`src/mfpg_pkg.sv`:
```
package mfpg_pkg;

  localparam int DATA_W    = 16;
  localparam int PERIOD_W  = 16;
  localparam int COUNT_W   = 5;
  localparam int DUR_W     = 15;
  localparam int CFG_IDX_W = 4;

  localparam logic [CFG_IDX_W-1:0] REG_FRAME_PERIOD   = 4'd0;
  localparam logic [CFG_IDX_W-1:0] REG_DATA_BIT_COUNT = 4'd1;

  localparam logic [PERIOD_W-1:0] FRAME_PERIOD_RST = 16'd1000;
  localparam logic [COUNT_W-1:0]  BIT_COUNT_RST    = 5'd9;

  localparam int             FILLER_HEAD_US = 10;
  localparam logic [DUR_W-1:0] FILLER_HEAD  = 15'd10;
  localparam logic [DUR_W-1:0] DUR_MAX      = 15'd32767;

  typedef enum logic [3:0] {
    ST_IDLE  = 4'b0001,
    ST_START = 4'b0010,
    ST_DATA  = 4'b0100,
    ST_FILL  = 4'b1000
  } state_t;

endpackage

```
`src/manchester_frame_pulse_generator_top.sv`:
```
// the start symbol is registered in the start state that follows the accepted frame item
// throughput: a frame of n data bits gives n+2 symbols, one per cycle without stall,
//   the bit shift register and its down counter pace the run; the next frame is
//   taken once the filler sits in the output register
// reset: rst is synchronous, active high; registers return to period 1000 and 9 bits
module manchester_frame_pulse_generator_top #(
  parameter int MAX_DATA_BITS = 16,
  parameter int BIT_TIME_US   = 50
) (
  input  logic                           clk,
  input  logic                           rst,
  // frame input channel
  input  logic                           in_valid,
  output logic                           in_stall,
  input  logic [mfpg_pkg::DATA_W-1:0]    data_bits,
  // symbol output channel
  output logic                           out_valid,
  input  logic                           out_stall,
  output logic                           first_level,
  output logic [mfpg_pkg::DUR_W-1:0]     first_duration,
  output logic                           second_level,
  output logic [mfpg_pkg::DUR_W-1:0]     second_duration,
  output logic                           filler_underrun,
  output logic                           last_symbol,
  // register write channel
  input  logic                           cfg_valid,
  output logic                           cfg_ready,
  input  logic [mfpg_pkg::CFG_IDX_W-1:0] cfg_index,
  input  logic [mfpg_pkg::PERIOD_W-1:0]  cfg_data
);

  // bit halves and the pause after the start pulse
  localparam int HALF_LO_US = BIT_TIME_US / 2;
  localparam int HALF_HI_US = BIT_TIME_US - HALF_LO_US;
  localparam int PAUSE_US   = (BIT_TIME_US + 1) / 2;

  localparam logic [mfpg_pkg::DUR_W-1:0] BIT_DUR   = mfpg_pkg::DUR_W'(BIT_TIME_US);
  localparam logic [mfpg_pkg::DUR_W-1:0] HALF_LO   = mfpg_pkg::DUR_W'(HALF_LO_US);
  localparam logic [mfpg_pkg::DUR_W-1:0] HALF_HI   = mfpg_pkg::DUR_W'(HALF_HI_US);
  localparam logic [mfpg_pkg::DUR_W-1:0] PAUSE_DUR = mfpg_pkg::DUR_W'(PAUSE_US);

  // bit counter and its compare width against the 5-bit register
  localparam int CNT_W = $clog2(MAX_DATA_BITS + 1);
  localparam int CMP_W = (CNT_W > mfpg_pkg::COUNT_W) ? CNT_W : mfpg_pkg::COUNT_W;

  // signed remainder of the frame period, large enough for any deficit
  localparam int REM_W = $clog2((2 ** mfpg_pkg::PERIOD_W) +
                                (MAX_DATA_BITS + 2) * BIT_TIME_US +
                                mfpg_pkg::FILLER_HEAD_US) + 1;
  localparam logic signed [REM_W-1:0] REM_HEAD =
    REM_W'(BIT_TIME_US + PAUSE_US + mfpg_pkg::FILLER_HEAD_US);
  localparam logic signed [REM_W-1:0] REM_BIT  = REM_W'(BIT_TIME_US);
  localparam logic signed [REM_W-1:0] REM_CAP  = REM_W'(mfpg_pkg::DUR_MAX);

  logic [mfpg_pkg::PERIOD_W-1:0] frame_period_us;
  logic [mfpg_pkg::COUNT_W-1:0]  data_bit_count;

  mfpg_pkg::state_t              state;
  logic [mfpg_pkg::DATA_W-1:0]   bit_shift;
  logic [CNT_W-1:0]              bit_cnt;
  logic signed [REM_W-1:0]       rem;

  logic                          accept;
  logic                          advance;
  logic [CNT_W-1:0]              bits_eff;
  logic                          rem_neg;
  logic                          rem_big;
  logic [mfpg_pkg::DUR_W-1:0]    fill_dur;

  // configuration is always taken
  assign cfg_ready = 1'b1;

  // one frame at a time: new items wait until the filler is loaded
  assign in_stall = (state != mfpg_pkg::ST_IDLE);
  assign accept   = in_valid && !in_stall;
  // output register may be (re)loaded when empty or being taken
  assign advance  = !out_valid || !out_stall;

  // clamp the bit count to what the block supports
  always_comb begin
    if (CMP_W'(data_bit_count) > CMP_W'(MAX_DATA_BITS)) begin
      bits_eff = CNT_W'(MAX_DATA_BITS);
    end else begin
      bits_eff = CNT_W'(data_bit_count);
    end
  end

  // filler length from the running remainder, saturated both ways
  always_comb begin
    rem_neg = rem[REM_W-1];
    rem_big = !rem_neg && (rem > REM_CAP);
    if (rem_neg) begin
      fill_dur = '0;
    end else if (rem_big) begin
      fill_dur = mfpg_pkg::DUR_MAX;
    end else begin
      fill_dur = rem[mfpg_pkg::DUR_W-1:0];
    end
  end

  always_ff @(posedge clk) begin
    if (rst) begin
      state           <= mfpg_pkg::ST_IDLE;
      out_valid       <= 1'b0;
      frame_period_us <= mfpg_pkg::FRAME_PERIOD_RST;
      data_bit_count  <= mfpg_pkg::BIT_COUNT_RST;
    end else begin
      if (cfg_valid && cfg_ready) begin
        unique case (cfg_index)
          mfpg_pkg::REG_FRAME_PERIOD:   frame_period_us <= cfg_data;
          mfpg_pkg::REG_DATA_BIT_COUNT: data_bit_count  <= cfg_data[mfpg_pkg::COUNT_W-1:0];
          default: ;
        endcase
      end

      if (advance) begin
        out_valid <= (state != mfpg_pkg::ST_IDLE);
      end

      unique case (state)
        mfpg_pkg::ST_IDLE: begin
          if (accept) begin
            // latch payload, bit count and the fixed part of the period budget
            bit_shift <= data_bits;
            bit_cnt   <= bits_eff;
            rem       <= $signed({{(REM_W - mfpg_pkg::PERIOD_W){1'b0}}, frame_period_us})
                         - REM_HEAD;
            state     <= mfpg_pkg::ST_START;
          end
        end
        mfpg_pkg::ST_START: begin
          if (advance) begin
            first_level     <= 1'b1;
            first_duration  <= BIT_DUR;
            second_level    <= 1'b0;
            second_duration <= PAUSE_DUR;
            filler_underrun <= 1'b0;
            last_symbol     <= 1'b0;
            state <= (bit_cnt == '0) ? mfpg_pkg::ST_FILL : mfpg_pkg::ST_DATA;
          end
        end
        mfpg_pkg::ST_DATA: begin
          if (advance) begin
            // one is low then high, zero is high then low
            first_level     <= !bit_shift[0];
            first_duration  <= HALF_LO;
            second_level    <= bit_shift[0];
            second_duration <= HALF_HI;
            filler_underrun <= 1'b0;
            last_symbol     <= 1'b0;
            // zeros fill from the top, so bits past the payload send zero
            bit_shift <= {1'b0, bit_shift[mfpg_pkg::DATA_W-1:1]};
            bit_cnt   <= bit_cnt - CNT_W'(1);
            rem       <= rem - REM_BIT;
            if (bit_cnt == CNT_W'(1)) begin
              state <= mfpg_pkg::ST_FILL;
            end
          end
        end
        mfpg_pkg::ST_FILL: begin
          if (advance) begin
            first_level     <= 1'b0;
            first_duration  <= mfpg_pkg::FILLER_HEAD;
            second_level    <= 1'b0;
            second_duration <= fill_dur;
            filler_underrun <= rem_neg;
            last_symbol     <= 1'b1;
            state           <= mfpg_pkg::ST_IDLE;
          end
        end
        default: state <= mfpg_pkg::ST_IDLE;
      endcase
    end
  end

endmodule

```
`config.mk`:
```
export PLATFORM = sky130hd
export DESIGN_NAME = manchester_frame_pulse_generator_top
export DESIGN_NICKNAME = d
export VERILOG_FILES = /design/src/mfpg_pkg.sv /design/src/manchester_frame_pulse_generator_top.sv
export SDC_FILE = /design/constraint.sdc
export NUM_CORES = 1
export LEC_CHECK = 0
export BUFFER_PORTS_ARGS = -buffer_cell sky130_fd_sc_hd__buf_2
export CORE_ASPECT_RATIO = 1.4
export CORE_UTILIZATION = 56
export CTS_BUF_LIST = sky130_fd_sc_hd__clkbuf_16
export DETAILED_ROUTE_END_ITERATION = 8
export PLACE_DENSITY = 0.8
export SLEW_MARGIN = 40
export SYNTH_ARGS = -nofsm -noshare
export SYNTH_HDL_FRONTEND = slang
export SYNTH_SLANG_ARGS = --single-unit
```
`constraint.sdc`:
```
create_clock -name clk -period 4.5 [get_ports clk]
set_input_delay 0.9 -clock clk [delete_from_list [all_inputs] [get_ports clk]]
set_output_delay 0.9 -clock clk [all_outputs]
set_load 0.05 [all_outputs]
```
==> impl_results.md, run 1 <==
- CP Launch Type: register
- Hold-fix buffers, CTS: 0
- Crit path DAT: 2730 ps
- Reg clk slew, reported paths: 70 ps
- Vias in the first global route: 3009
- PortBufs: 66
- Slew Limit Fails: 0
- Via count: 3191
- Max-slew headroom: 47.8%
- Hold path depth: 2
- RSZ-0062 raised after global routing: no
- Sum Neg Setup Slack: 0 ps
- Vert. Die Dim: 107 um
- R2r endpoint: state[2]$_SDFFE_PP0P_
- Design Area, Final: 0.00514 mm^2
- Final Skew: 8.55 ps
- Worst-case hold path end point: data_bit_count[1]$_SDFFE_PP0P_
- Pleak: 0.00194 uW
- # IOs: 78
- Yosys cell types: 51
- Critical Path Slowest Stage Cell: dfxtp_1
- Fillers: 571
- Max cap viols: 0
- Post-CTS Setup Bufs: 0
- Layout cells sized above 1: 20.2%
- Final setup fails: 0
- Routed WL: 8180 um
- Starting DRT DRC Count: 180
- Final count of hold timing violations: 0
- CP required: 4710 ps
- Reg2reg path depth: 8
- Clock root cell: clkbuf_16
- Final ANT Viol Nets: 0
- Post-DP Area: 0.00477 mm^2
- #FFs+latches synth: 89
- Post-Syn Area: 0.00438 mm^2
- Mean Syn Cell Area: 10.0 um^2
- Die Area: 0.00819 mm^2
- Crit end category: register
- Post_cts resized: 0
- Pwr/cell area: 410 mW/mm^2
- Chip Width: 76.8 um
- Peak supply drop: 318 uV
- First-pass GRT wire length: 13600 um
- Initial core utilization: 58.8%
- DP HPWL: 5580 um
- Worst-case clock buffer depth: 2
- Via density: 5.34
- Reg-to-Reg Start: state[1]$_SDFFE_PP0P_
- Cell accounting for the most synthesized area: edfxtp_1
- TritonCTS clock tree: done
- Kind of critical path: register to register
- Worst Max-Slew Pin Slew: 780 ps
- Num CTS Buffers: 9
- Asr flop ratio synth: 0%
- HP Class: register to register
- Tot GR Track Use: 21.7%
- Sequential fraction of the synthesis area: 55.1%
- Drt pass-1 iters: 4
- Run status: finished clean
- Flop-to-flop setup slack: 1980 ps
- Rows: 37
- Ranking of synthesized cells by area: edfxtp_1 (43%), dfxtp_1 (12%), nand2_1 (8.5%), xnor2_1 (4.0%), a21oi_1 (3.4%)
- Warnings from Yosys: 0
- Drt wl/cell: 13.7 um
- Nets@finish: 542
- CP Cell Sequence: nand2b_4 -> nor3_4 -> buf_4 -> inv_2 -> a21oi_1 -> nor3_1 -> mux2i_1 -> nor2_1
- Clock Sinks: 89
- Post-synth EDFFs: 63
- Max Clk Rate: 396 MHz
- Hold_sp: data_bit_count[1]$_SDFFE_PP0P_
- Most common cell after layout, fill and taps aside: nand2_1
- Clk_lat worst skew: 350 ps
- Post-layout min period: 2520 ps
- Syn Inst Count: 437
- Core Region: 0.00745 mm^2
- Layout area overhead: 17.4%
- Top cell type's share of synthesized area: 43.2%
- Top_reg_cell synth: edfxtp_1
- Largest net degree at the start of global routing: 41
- Grt ovf: 0
- H-tree levels: 3
- RD Place Congestion: 0.883
- Max stage delay on crit path: 510 ps
- Crit share post-route: 56.1%
- Crit path max fanout: 40
- Most frequent cells in the layout: nand2_1 (99), buf_2 (66), edfxtp_1 (63), a21oi_1 (29), dfxtp_1 (26)
- Initial antenna violation count: 0
- Diode count: 0
- Drt drc: 0
-- critical path: cells and delay by family (launching register included) --
family / cells / cell delay (ps)
buffers and inverters: 2 / 770
AND/OR/NAND/NOR: 4 / 690
AO/OA/AOI/OAI: 1 / 120
flip-flops: 1 / 510
multiplexers: 1 / 250
-- logic make-up after synthesis --
kind of cell,synth area share (%)
buffers and inverters,4.77
AO/OA/AOI/OAI,10.6
multiplexers,1.37
AND/OR/NAND/NOR,21.0
flip-flops,55.1
XOR/XNOR,5.60
adder cells (fa/ha/maj),1.43
other,0.171
-- per-layer routing --
layer / vias up / wire [um] / GRT usage (%)
li1: 1615 / - / -
met1: 1458 / 3480 / 24.7
met2: 104 / 4110 / 37.2
met3: 14 / 433 / 5.87
met4: 0 / 161 / 10.6
met5: - / 0 / 0
-- power by group --
part | internal [uW] | switching (uW)
Clock | 599 | 310
Sequential | 928 | 37.4
Combinational | 74.6 | 157
-- stage by stage --
| stage | instances | util (%) | setup slack (ps) | power [uW] | hold WS, ps |
|---|---|---|---|---|---|
| 4_1_cts | 597 | 68.9 | 1970 | 2120 | 466 |
| 2_1_floorplan | 446 | - | 1080 | 1150 | 437 |
| 3_3_place_gp | 579 | 63.5 | 1950 | 1200 | 446 |
| 5_1_grt | 598 | 69.0 | 1760 | 2170 | 487 |
| 3_5_place_dp | 581 | 64.0 | 1920 | 1210 | 457 |
| 6_report | 598 | 69.0 | 1980 | 2110 | 464 |
-- cells in the mapped netlist, types with 2 or more instances --
cell type	instances
nor3_2	2
nand2b_1	5
nor2_1	25
mux2i_1	6
a221oi_1	3
a21oi_1	30
nand3b_1	14
or3_1	4
clkbuf_1	14
o311ai_1	2
and2_1	2
nand3_1	7
buf_1	2
nor3_1	13
o21ai_0	18
nand2_1	99
ha_1	5
nor2b_1	4
conb_1	2
inv_1	10
buf_2	5
xnor2_1	20
xor2_1	8
edfxtp_1	63
buf_4	11
dfxtp_1	26
o21a_1	13
-- state kept, by name (all words and copies together) (netlist names), 4 cells and up --
| name | count |
|---|---|
| rem | 18 |
| first_duration | 5 |
| data_bit_count | 5 |
| second_duration | 15 |
| frame_period_us | 16 |
| bit_shift | 16 |
| bit_cnt | 5 |
| state | 4 |
-- layout make-up --
type                       count  area, um^2  area share [%]
clock inverter                 7         141            2.75
inverter                      11        41.3           0.803
tap                           97         121            2.36
sequential                    89        2410            46.9
clock buffer                   9         225            4.38
multi-input combinational    314        1820            35.4
timing repair buffer          71         380            7.40
-- worst max path at each step --
| stage | startpoint | end | slack (ps) | depth (start not counted) |
|---|---|---|---|---|
| finish | state[1]$_SDFFE_PP0P_ | state[2]$_SDFFE_PP0P_ | 1980 | 8 |
| global placement | out_stall | bit_shift[8]$_DFFE_PP_ | 1950 | 4 |
| detailed placement | cfg_index[2] | frame_period_us[2]$_SDFFE_PP0P_ | 1920 | 6 |
| floorplan | rst | bit_cnt[0]$_DFFE_PP_ | 1080 | 2 |
| CTS | state[1]$_SDFFE_PP0P_ | state[2]$_SDFFE_PP0P_ | 1970 | 8 |
| global route | state[1]$_SDFFE_PP0P_ | state[2]$_SDFFE_PP0P_ | 1760 | 8 |
(Power assumes the default switching activity.)
==> run 2: changes to the inputs <==
--- a/config.mk
+++ b/config.mk
@@ -7,10 +7,10 @@
 export LEC_CHECK = 0
 export BUFFER_PORTS_ARGS = -buffer_cell sky130_fd_sc_hd__buf_2
 export CORE_ASPECT_RATIO = 1.4
-export CORE_UTILIZATION = 56
+export CORE_UTILIZATION = 50
 export CTS_BUF_LIST = sky130_fd_sc_hd__clkbuf_16
 export DETAILED_ROUTE_END_ITERATION = 8
-export PLACE_DENSITY = 0.8
+export PLACE_DENSITY = 0.75
 export SLEW_MARGIN = 40
 export SYNTH_ARGS = -nofsm -noshare
 export SYNTH_HDL_FRONTEND = slang
==> constraint.sdc (replaced) <==
create_clock -name clk -period 2.09 [get_ports clk]
set_input_delay 0.418 -clock clk [delete_from_list [all_inputs] [get_ports clk]]
set_output_delay 0.418 -clock clk [all_outputs]
set_load 0.05 [all_outputs]
==> run 2 against run 1 <==
Net effect: register-to-register slack got worse by 1900 ps; critical path depth fell by 3; fmax up 25%; via count grew 1.1%; routed wire length about the same; highest routed layer unchanged; count of clock-buffer cells in the layout stayed put; clock power rose by 54%; sequential power up 120%; sequential cell count unchanged; global-route usage is 2.2 points lower.
==> impl_results.md, run 2 (synthesis results as in run 1) <==
- Run status: finished clean
- CP Launch Type: register
- Met3 WL: 367 um (-15%)
- Max cap viols: 0 (unchanged)
- Layout cells sized above 1: 21.5% (+1.3 points)
- Initial antenna violation count: 0 (unchanged)
- Wire length on met2: 4090 um (-0.34%)
- First-pass GRT wire length: 13700 um (+0.10%)
- Fillers: 720 (+26%)
- Tot GR Track Use: 19.5% (-2.2 points)
- PortBufs: 66 (unchanged)
- Largest net degree at the start of global routing: 34 (-17%)
- # IOs: 78 (unchanged)
- Area of the multi-input gates: 0.00183 mm^2 (+0.76%)
- Via density: 5.23 (-2.0%)
- Drt pass-1 iters: 4 (unchanged)
- Nets@finish: 553 (+2.0%)
- Starting DRT DRC Count: 224 (+24%)
- Max Clk Rate: 496 MHz (+25%)
- Clk_lat worst skew: 340 ps (about the same)
- Grt ovf: 0 (unchanged)
- Chip Width: 81.1 um (+5.7%)
- CP delay by family, top: simple AND/OR/NAND/NOR gates
- Post_cts resized: 1 (+1)
- TritonCTS clock tree: done
- HP Class: primary input to register
- Via count: 3227 (+1.1%)
- Most common cell after layout, fill and taps aside: nand2_1
- Design Area, Final: 0.00516 mm^2 (+0.39%)
- Worst-case clock buffer depth: 2 (unchanged)
- Layout Cells excl Fill: 617 (+3.2%)
- Diode count: 0 (unchanged)
- Crit share post-route: 96.4% (+40 points)
- Drt drc: 0 (unchanged)
- Final Skew: 5.82 ps (-2.74 ps)
- Post-DP Area: 0.00490 mm^2 (+2.6%)
- Max stage delay on crit path: 450 ps (-60 ps)
- CP Cell Sequence: or3_4 -> or4_4 -> nor3_2 -> xnor2_1 -> o22ai_2
- Reg clk slew, reported paths: 60 ps (about the same)
- Crit path max fanout: 3 (-93%)
- Core Region: 0.00856 mm^2 (+15%)
- Layout area overhead: 17.8%
- Top flop regs: rem (18), bit_shift (16), frame_period_us (16)
- Met1 wire length: 3550 um (+2.1%)
- Setup crit start: rem[11]$_DFFE_PP_
- Reg-to-Reg Start: rem[11]$_DFFE_PP_
- Routed WL: 8170 um (about the same)
- Final count of hold timing violations: 0 (unchanged)
- Flop-to-flop setup slack: 80 ps (-1900 ps)
- Peak supply drop: 501 uV (+57%)
- CP required: 2170 ps (-2540 ps)
- Final ANT Viol Nets: 0 (unchanged)
- Hold-fix buffers, CTS: 0 (unchanged)
- Kind of critical path: register to register
- Top layer used by detailed routing: met4
- Vert. Die Dim: 113 um (+5.7%)
- Crit end category: register
- Placed Cells: 601 (+3.4%)
- RD Place Congestion: 0.827 (-6.4%)
- Worst Max-Slew Pin Slew: 576 ps (-204 ps)
- Clock root cell: clkbuf_16
- Vias in the first global route: 3064 (+1.8%)
- Initial core utilization: 51.2% (-7.6 points)
- Pwr/cell area: 775 mW/mm^2 (+89%)
- Die Area: 0.00915 mm^2 (+12%)
- Num CTS Buffers: 9 (unchanged)
- Clock Sinks: 89 (unchanged)
- Total power: 4000 uW (+90%)
- Register area: 0.00241 mm^2 (unchanged)
- Hold_sp: cfg_data[7]
- Final setup fails: 0 (unchanged)
- Sum Neg Setup Slack: 0 ps (unchanged)
- Pleak: 0.00197 uW (+1.4%)
- Crit path DAT: 2100 ps (-630 ps)
- Critical Path Slowest Stage Cell: or4_4
- CP Buf/Inv Count: 0 (-2)
- Post-CTS Setup Bufs: 0 (unchanged)
- Most flops, register: rem
- Drt wl/cell: 13.2 um (-3.2%)
- Rows: 40 (+8.1%)
- Post-layout min period: 2010 ps (-509 ps)
- RSZ-0062 raised after global routing: no
- Slew Limit Fails: 0 (unchanged)
- Number of flip-flops in the largest register: 18 (unchanged)
- DP HPWL: 5860 um (+5.0%)
- Max-slew headroom: 61.6% (+14 points)
- Most frequent cells in the layout: nand2_1 (99), buf_2 (66), edfxtp_1 (63), a21oi_1 (29), dfxtp_1 (26)
- Fin util: 60.3% (-8.7 points)
- H-tree levels: 3 (unchanged)
## run 2: cell count changes in the layout (fill, tap and decap cells not counted), moves of 2 or more
cell       previous run  this run
buf_4                 2        13
clkinv_2              1         3
buf_8                 2         0
inv_1                10        12
clkinv_1              0         2
bufinv_16             4         0
buf_12                0         3
## run 2: area by class of cell
class,instances,share of cell area (%)
clock buffers,9,4.36
clock inverters,7,0.582
inverters,11,0.800
multi-input cells,314,35.5
flip-flops and latches,89,46.7
well taps,105,2.54
repair buffers,82,9.45
## run 2: final timing paths
path | to | cells past startpoint
min | frame_period_us[7]$_SDFFE_PP1P_ | 3
min reg2reg | data_bit_count[2]$_SDFFE_PP0P_ | 2
max reg2reg | rem[17]$_DFFE_PP_ | 5
max | rem[17]$_DFFE_PP_ | 5
## run 2: layer usage
| layer | vias up | track usage [%] |
|---|---|---|
| li1 | 1641 | - |
| met1 | 1492 | 23.4 |
| met2 | 81 | 32.3 |
| met3 | 13 | 5.24 |
| met4 | 0 | 8.33 |
| met5 | - | 0 |
## run 2: per-stage QoR
stage | hold slack (ps) | worst slack [ps]
2_1_floorplan | 437 | 1.42
3_3_place_gp | 450 | 150
3_5_place_dp | 464 | 15.0
4_1_cts | 278 | 63.3
5_1_grt | 288 | 2.85
6_report | 286 | 75.6
## run 2: report_power, final
group	internal (uW)	switching, uW	total (uW)
sequential	2000	79.2	2080
combinational	173	344	517
clock	781	622	1400
total	2950	1050	4000
## run 2: worst register-to-register path: stages, from the launching register on
cell and delay [ps]:
edfxtp_1 430, or3_4 400, or4_4 450, nor3_2 220
xnor2_1 160, o22ai_2 100
==> run 3: changes to the inputs <==
--- a/config.mk
+++ b/config.mk
@@ -10,7 +10,7 @@
 export CORE_UTILIZATION = 50
 export CTS_BUF_LIST = sky130_fd_sc_hd__clkbuf_16
 export DETAILED_ROUTE_END_ITERATION = 8
-export PLACE_DENSITY = 0.75
+export PLACE_DENSITY = 0.77
 export SLEW_MARGIN = 40
 export SYNTH_ARGS = -nofsm -noshare
 export SYNTH_HDL_FRONTEND = slang
==> run 3 against run 2 <==
Net effect: combinational power is essentially flat; global-route usage is 0.14 points lower; non-clock buffer count unchanged; sequential share of layout area rose by 0.091 points; critical path type unchanged.
==> impl_results.md, run 3 (synthesis results as in run 1) <==
- Run status: finished clean
- Pleak: 0.00194 uW (-1.4%)
- Worst-case clock buffer depth: 2 (unchanged)
- Top flop regs: rem (18), bit_shift (16), frame_period_us (16)
- Post-CTS Setup Bufs: 0 (unchanged)
- Pwr/cell area: 782 mW/mm^2 (+0.97%)
- Num CTS Buffers: 9 (unchanged)
- Final setup fails: 0 (unchanged)
- Via count: 3235 (+0.25%)
- Tot GR Track Use: 19.3% (-0.14 points)
- Reg clk slew, reported paths: 60 ps (about the same)
- CP required: 2180 ps (about the same)
- Sum Neg Setup Slack: 0 ps (unchanged)
- DP HPWL: 5890 um (+0.50%)
- Reg2reg path depth: 5 (unchanged)
- Final Skew: 8.58 ps (+2.76 ps)
- # IOs: 78 (unchanged)
- Hold path depth: 3 (unchanged)
- Crit end category: register
- Most flops, register: rem
- Nets@finish: 553 (unchanged)
- Grt ovf: 0 (unchanged)
- Worst Max-Slew Pin Slew: 580 ps (+4.04 ps)
- Diode count: 0 (unchanged)
- Peak supply drop: 451 uV (-10%)
- Initial core utilization: 51.2% (unchanged)
- Max cap viols: 0 (unchanged)
- Vert. Die Dim: 113 um (unchanged)
- Most frequent cells in the layout: nand2_1 (99), buf_2 (66), edfxtp_1 (63), a21oi_1 (29), dfxtp_1 (26)
- PortBufs: 66 (unchanged)
- Hold-fix buffers, CTS: 0 (unchanged)
- Placed Cells: 601 (unchanged)
- Crit path DAT: 2120 ps (+20 ps)
- HP Class: primary input to register
- Core Region: 0.00856 mm^2 (unchanged)
- Post-layout min period: 2030 ps (+20.6 ps)
- First-pass GRT wire length: 13500 um (-1.3%)
- CP Launch Type: register
- Drt drc: 0 (unchanged)
- Drt pass-1 iters: 6 (+2)
- Largest net degree at the start of global routing: 34 (unchanged)
- Crit share post-route: 97.4% (+0.98 points)
- Post_cts resized: 0 (-1)
- Via density: 5.24 (+0.25%)
- Final ANT Viol Nets: 0 (unchanged)
- Starting DRT DRC Count: 175 (-22%)
- Fin util: 60.2% (-0.12 points)
- Most common cell after layout, fill and taps aside: nand2_1
- Clk_lat worst skew: 350 ps (about the same)
- Max Clk Rate: 491 MHz (-1.0%)
- Routed WL: 8100 um (-0.93%)
- RSZ-0062 raised after global routing: no
- Fillers: 727 (+0.97%)
- Clock root cell: clkbuf_16
- Crit path max fanout: 3 (unchanged)
- Max-slew headroom: 61.3% (-0.27 points)
- Layout area overhead: 17.6%
- Slew Limit Fails: 0 (unchanged)
- Final hold slack: 282 ps (-3.56 ps)
- Layout cells sized above 1: 21.5% (unchanged)
- Initial antenna violation count: 0 (unchanged)
- Final count of hold timing violations: 0 (unchanged)
- Kind of critical path: register to register
- H-tree levels: 3 (unchanged)
- Rows: 40 (unchanged)
- RD Place Congestion: 0.824 (-0.30%)
- Number of flip-flops in the largest register: 18 (unchanged)
- Chip Width: 81.1 um (unchanged)
- TritonCTS clock tree: done
- Drt wl/cell: 13.1 um (-0.93%)
- Layout Cells excl Fill: 617 (unchanged)
- Clock Sinks: 89 (unchanged)
- Vias in the first global route: 2998 (-2.2%)
- Die Area: 0.00915 mm^2 (unchanged)
run 3: final cells by class:
type                            instances  area, um^2  area share [%]
Clock buffer                            9         225            4.37
Clock inverter                          7        37.5           0.729
Inverter                               11        41.3           0.801
Multi-Input combinational cell        314        1830            35.5
Sequential cell                        89        2410            46.8
Tap cell                              105         131            2.55
Timing Repair Buffer                   82         475            9.23
run 3: stage by stage:
step	cell area (um^2)	total power, uW	setup slack [ps]
floorplan	4450	2500	1.42
global placement	4880	2610	152
detailed placement	4880	2630	67.7
CTS	5150	4050	60.0
global route	5150	4180	10.5
finish	5150	4030	55.0
run 3: report_power, final:
part	leakage (uW)	internal, uW	switching, uW	total, uW
Combinational	0.00105	172	342	514
Sequential	0.000771	2000	79.9	2080
Clock	0.000118	788	650	1440
run 3: critical path, cell delays in order, from the launching register on:
cell and delay (ps):
edfxtp_1 450, or3_4 410, or4_4 450, nor3_2 210
xnor2_1 150, o22ai_2 100
run 3: path summary, 6_finish.rpt:
path	from	slack [ps]	to
setup reg to reg	rem[11]$_DFFE_PP_	60	rem[17]$_DFFE_PP_
hold reg to reg	data_bit_count[2]$_SDFFE_PP0P_	460	data_bit_count[2]$_SDFFE_PP0P_
setup / recovery	rem[11]$_DFFE_PP_	60	rem[17]$_DFFE_PP_
hold / removal	cfg_data[6]	280	frame_period_us[6]$_SDFFE_PP1P_
run 3: per-layer routing:
metal  GRT usage, %  vias to the layer above  share of wire [%]
met5              0                        -                  0
met2           32.0                       75                 50
met4           7.02                        0                1.6
met1           23.8                     1515                 44
met3           5.32                        9                4.6
li1               -                     1636                  -
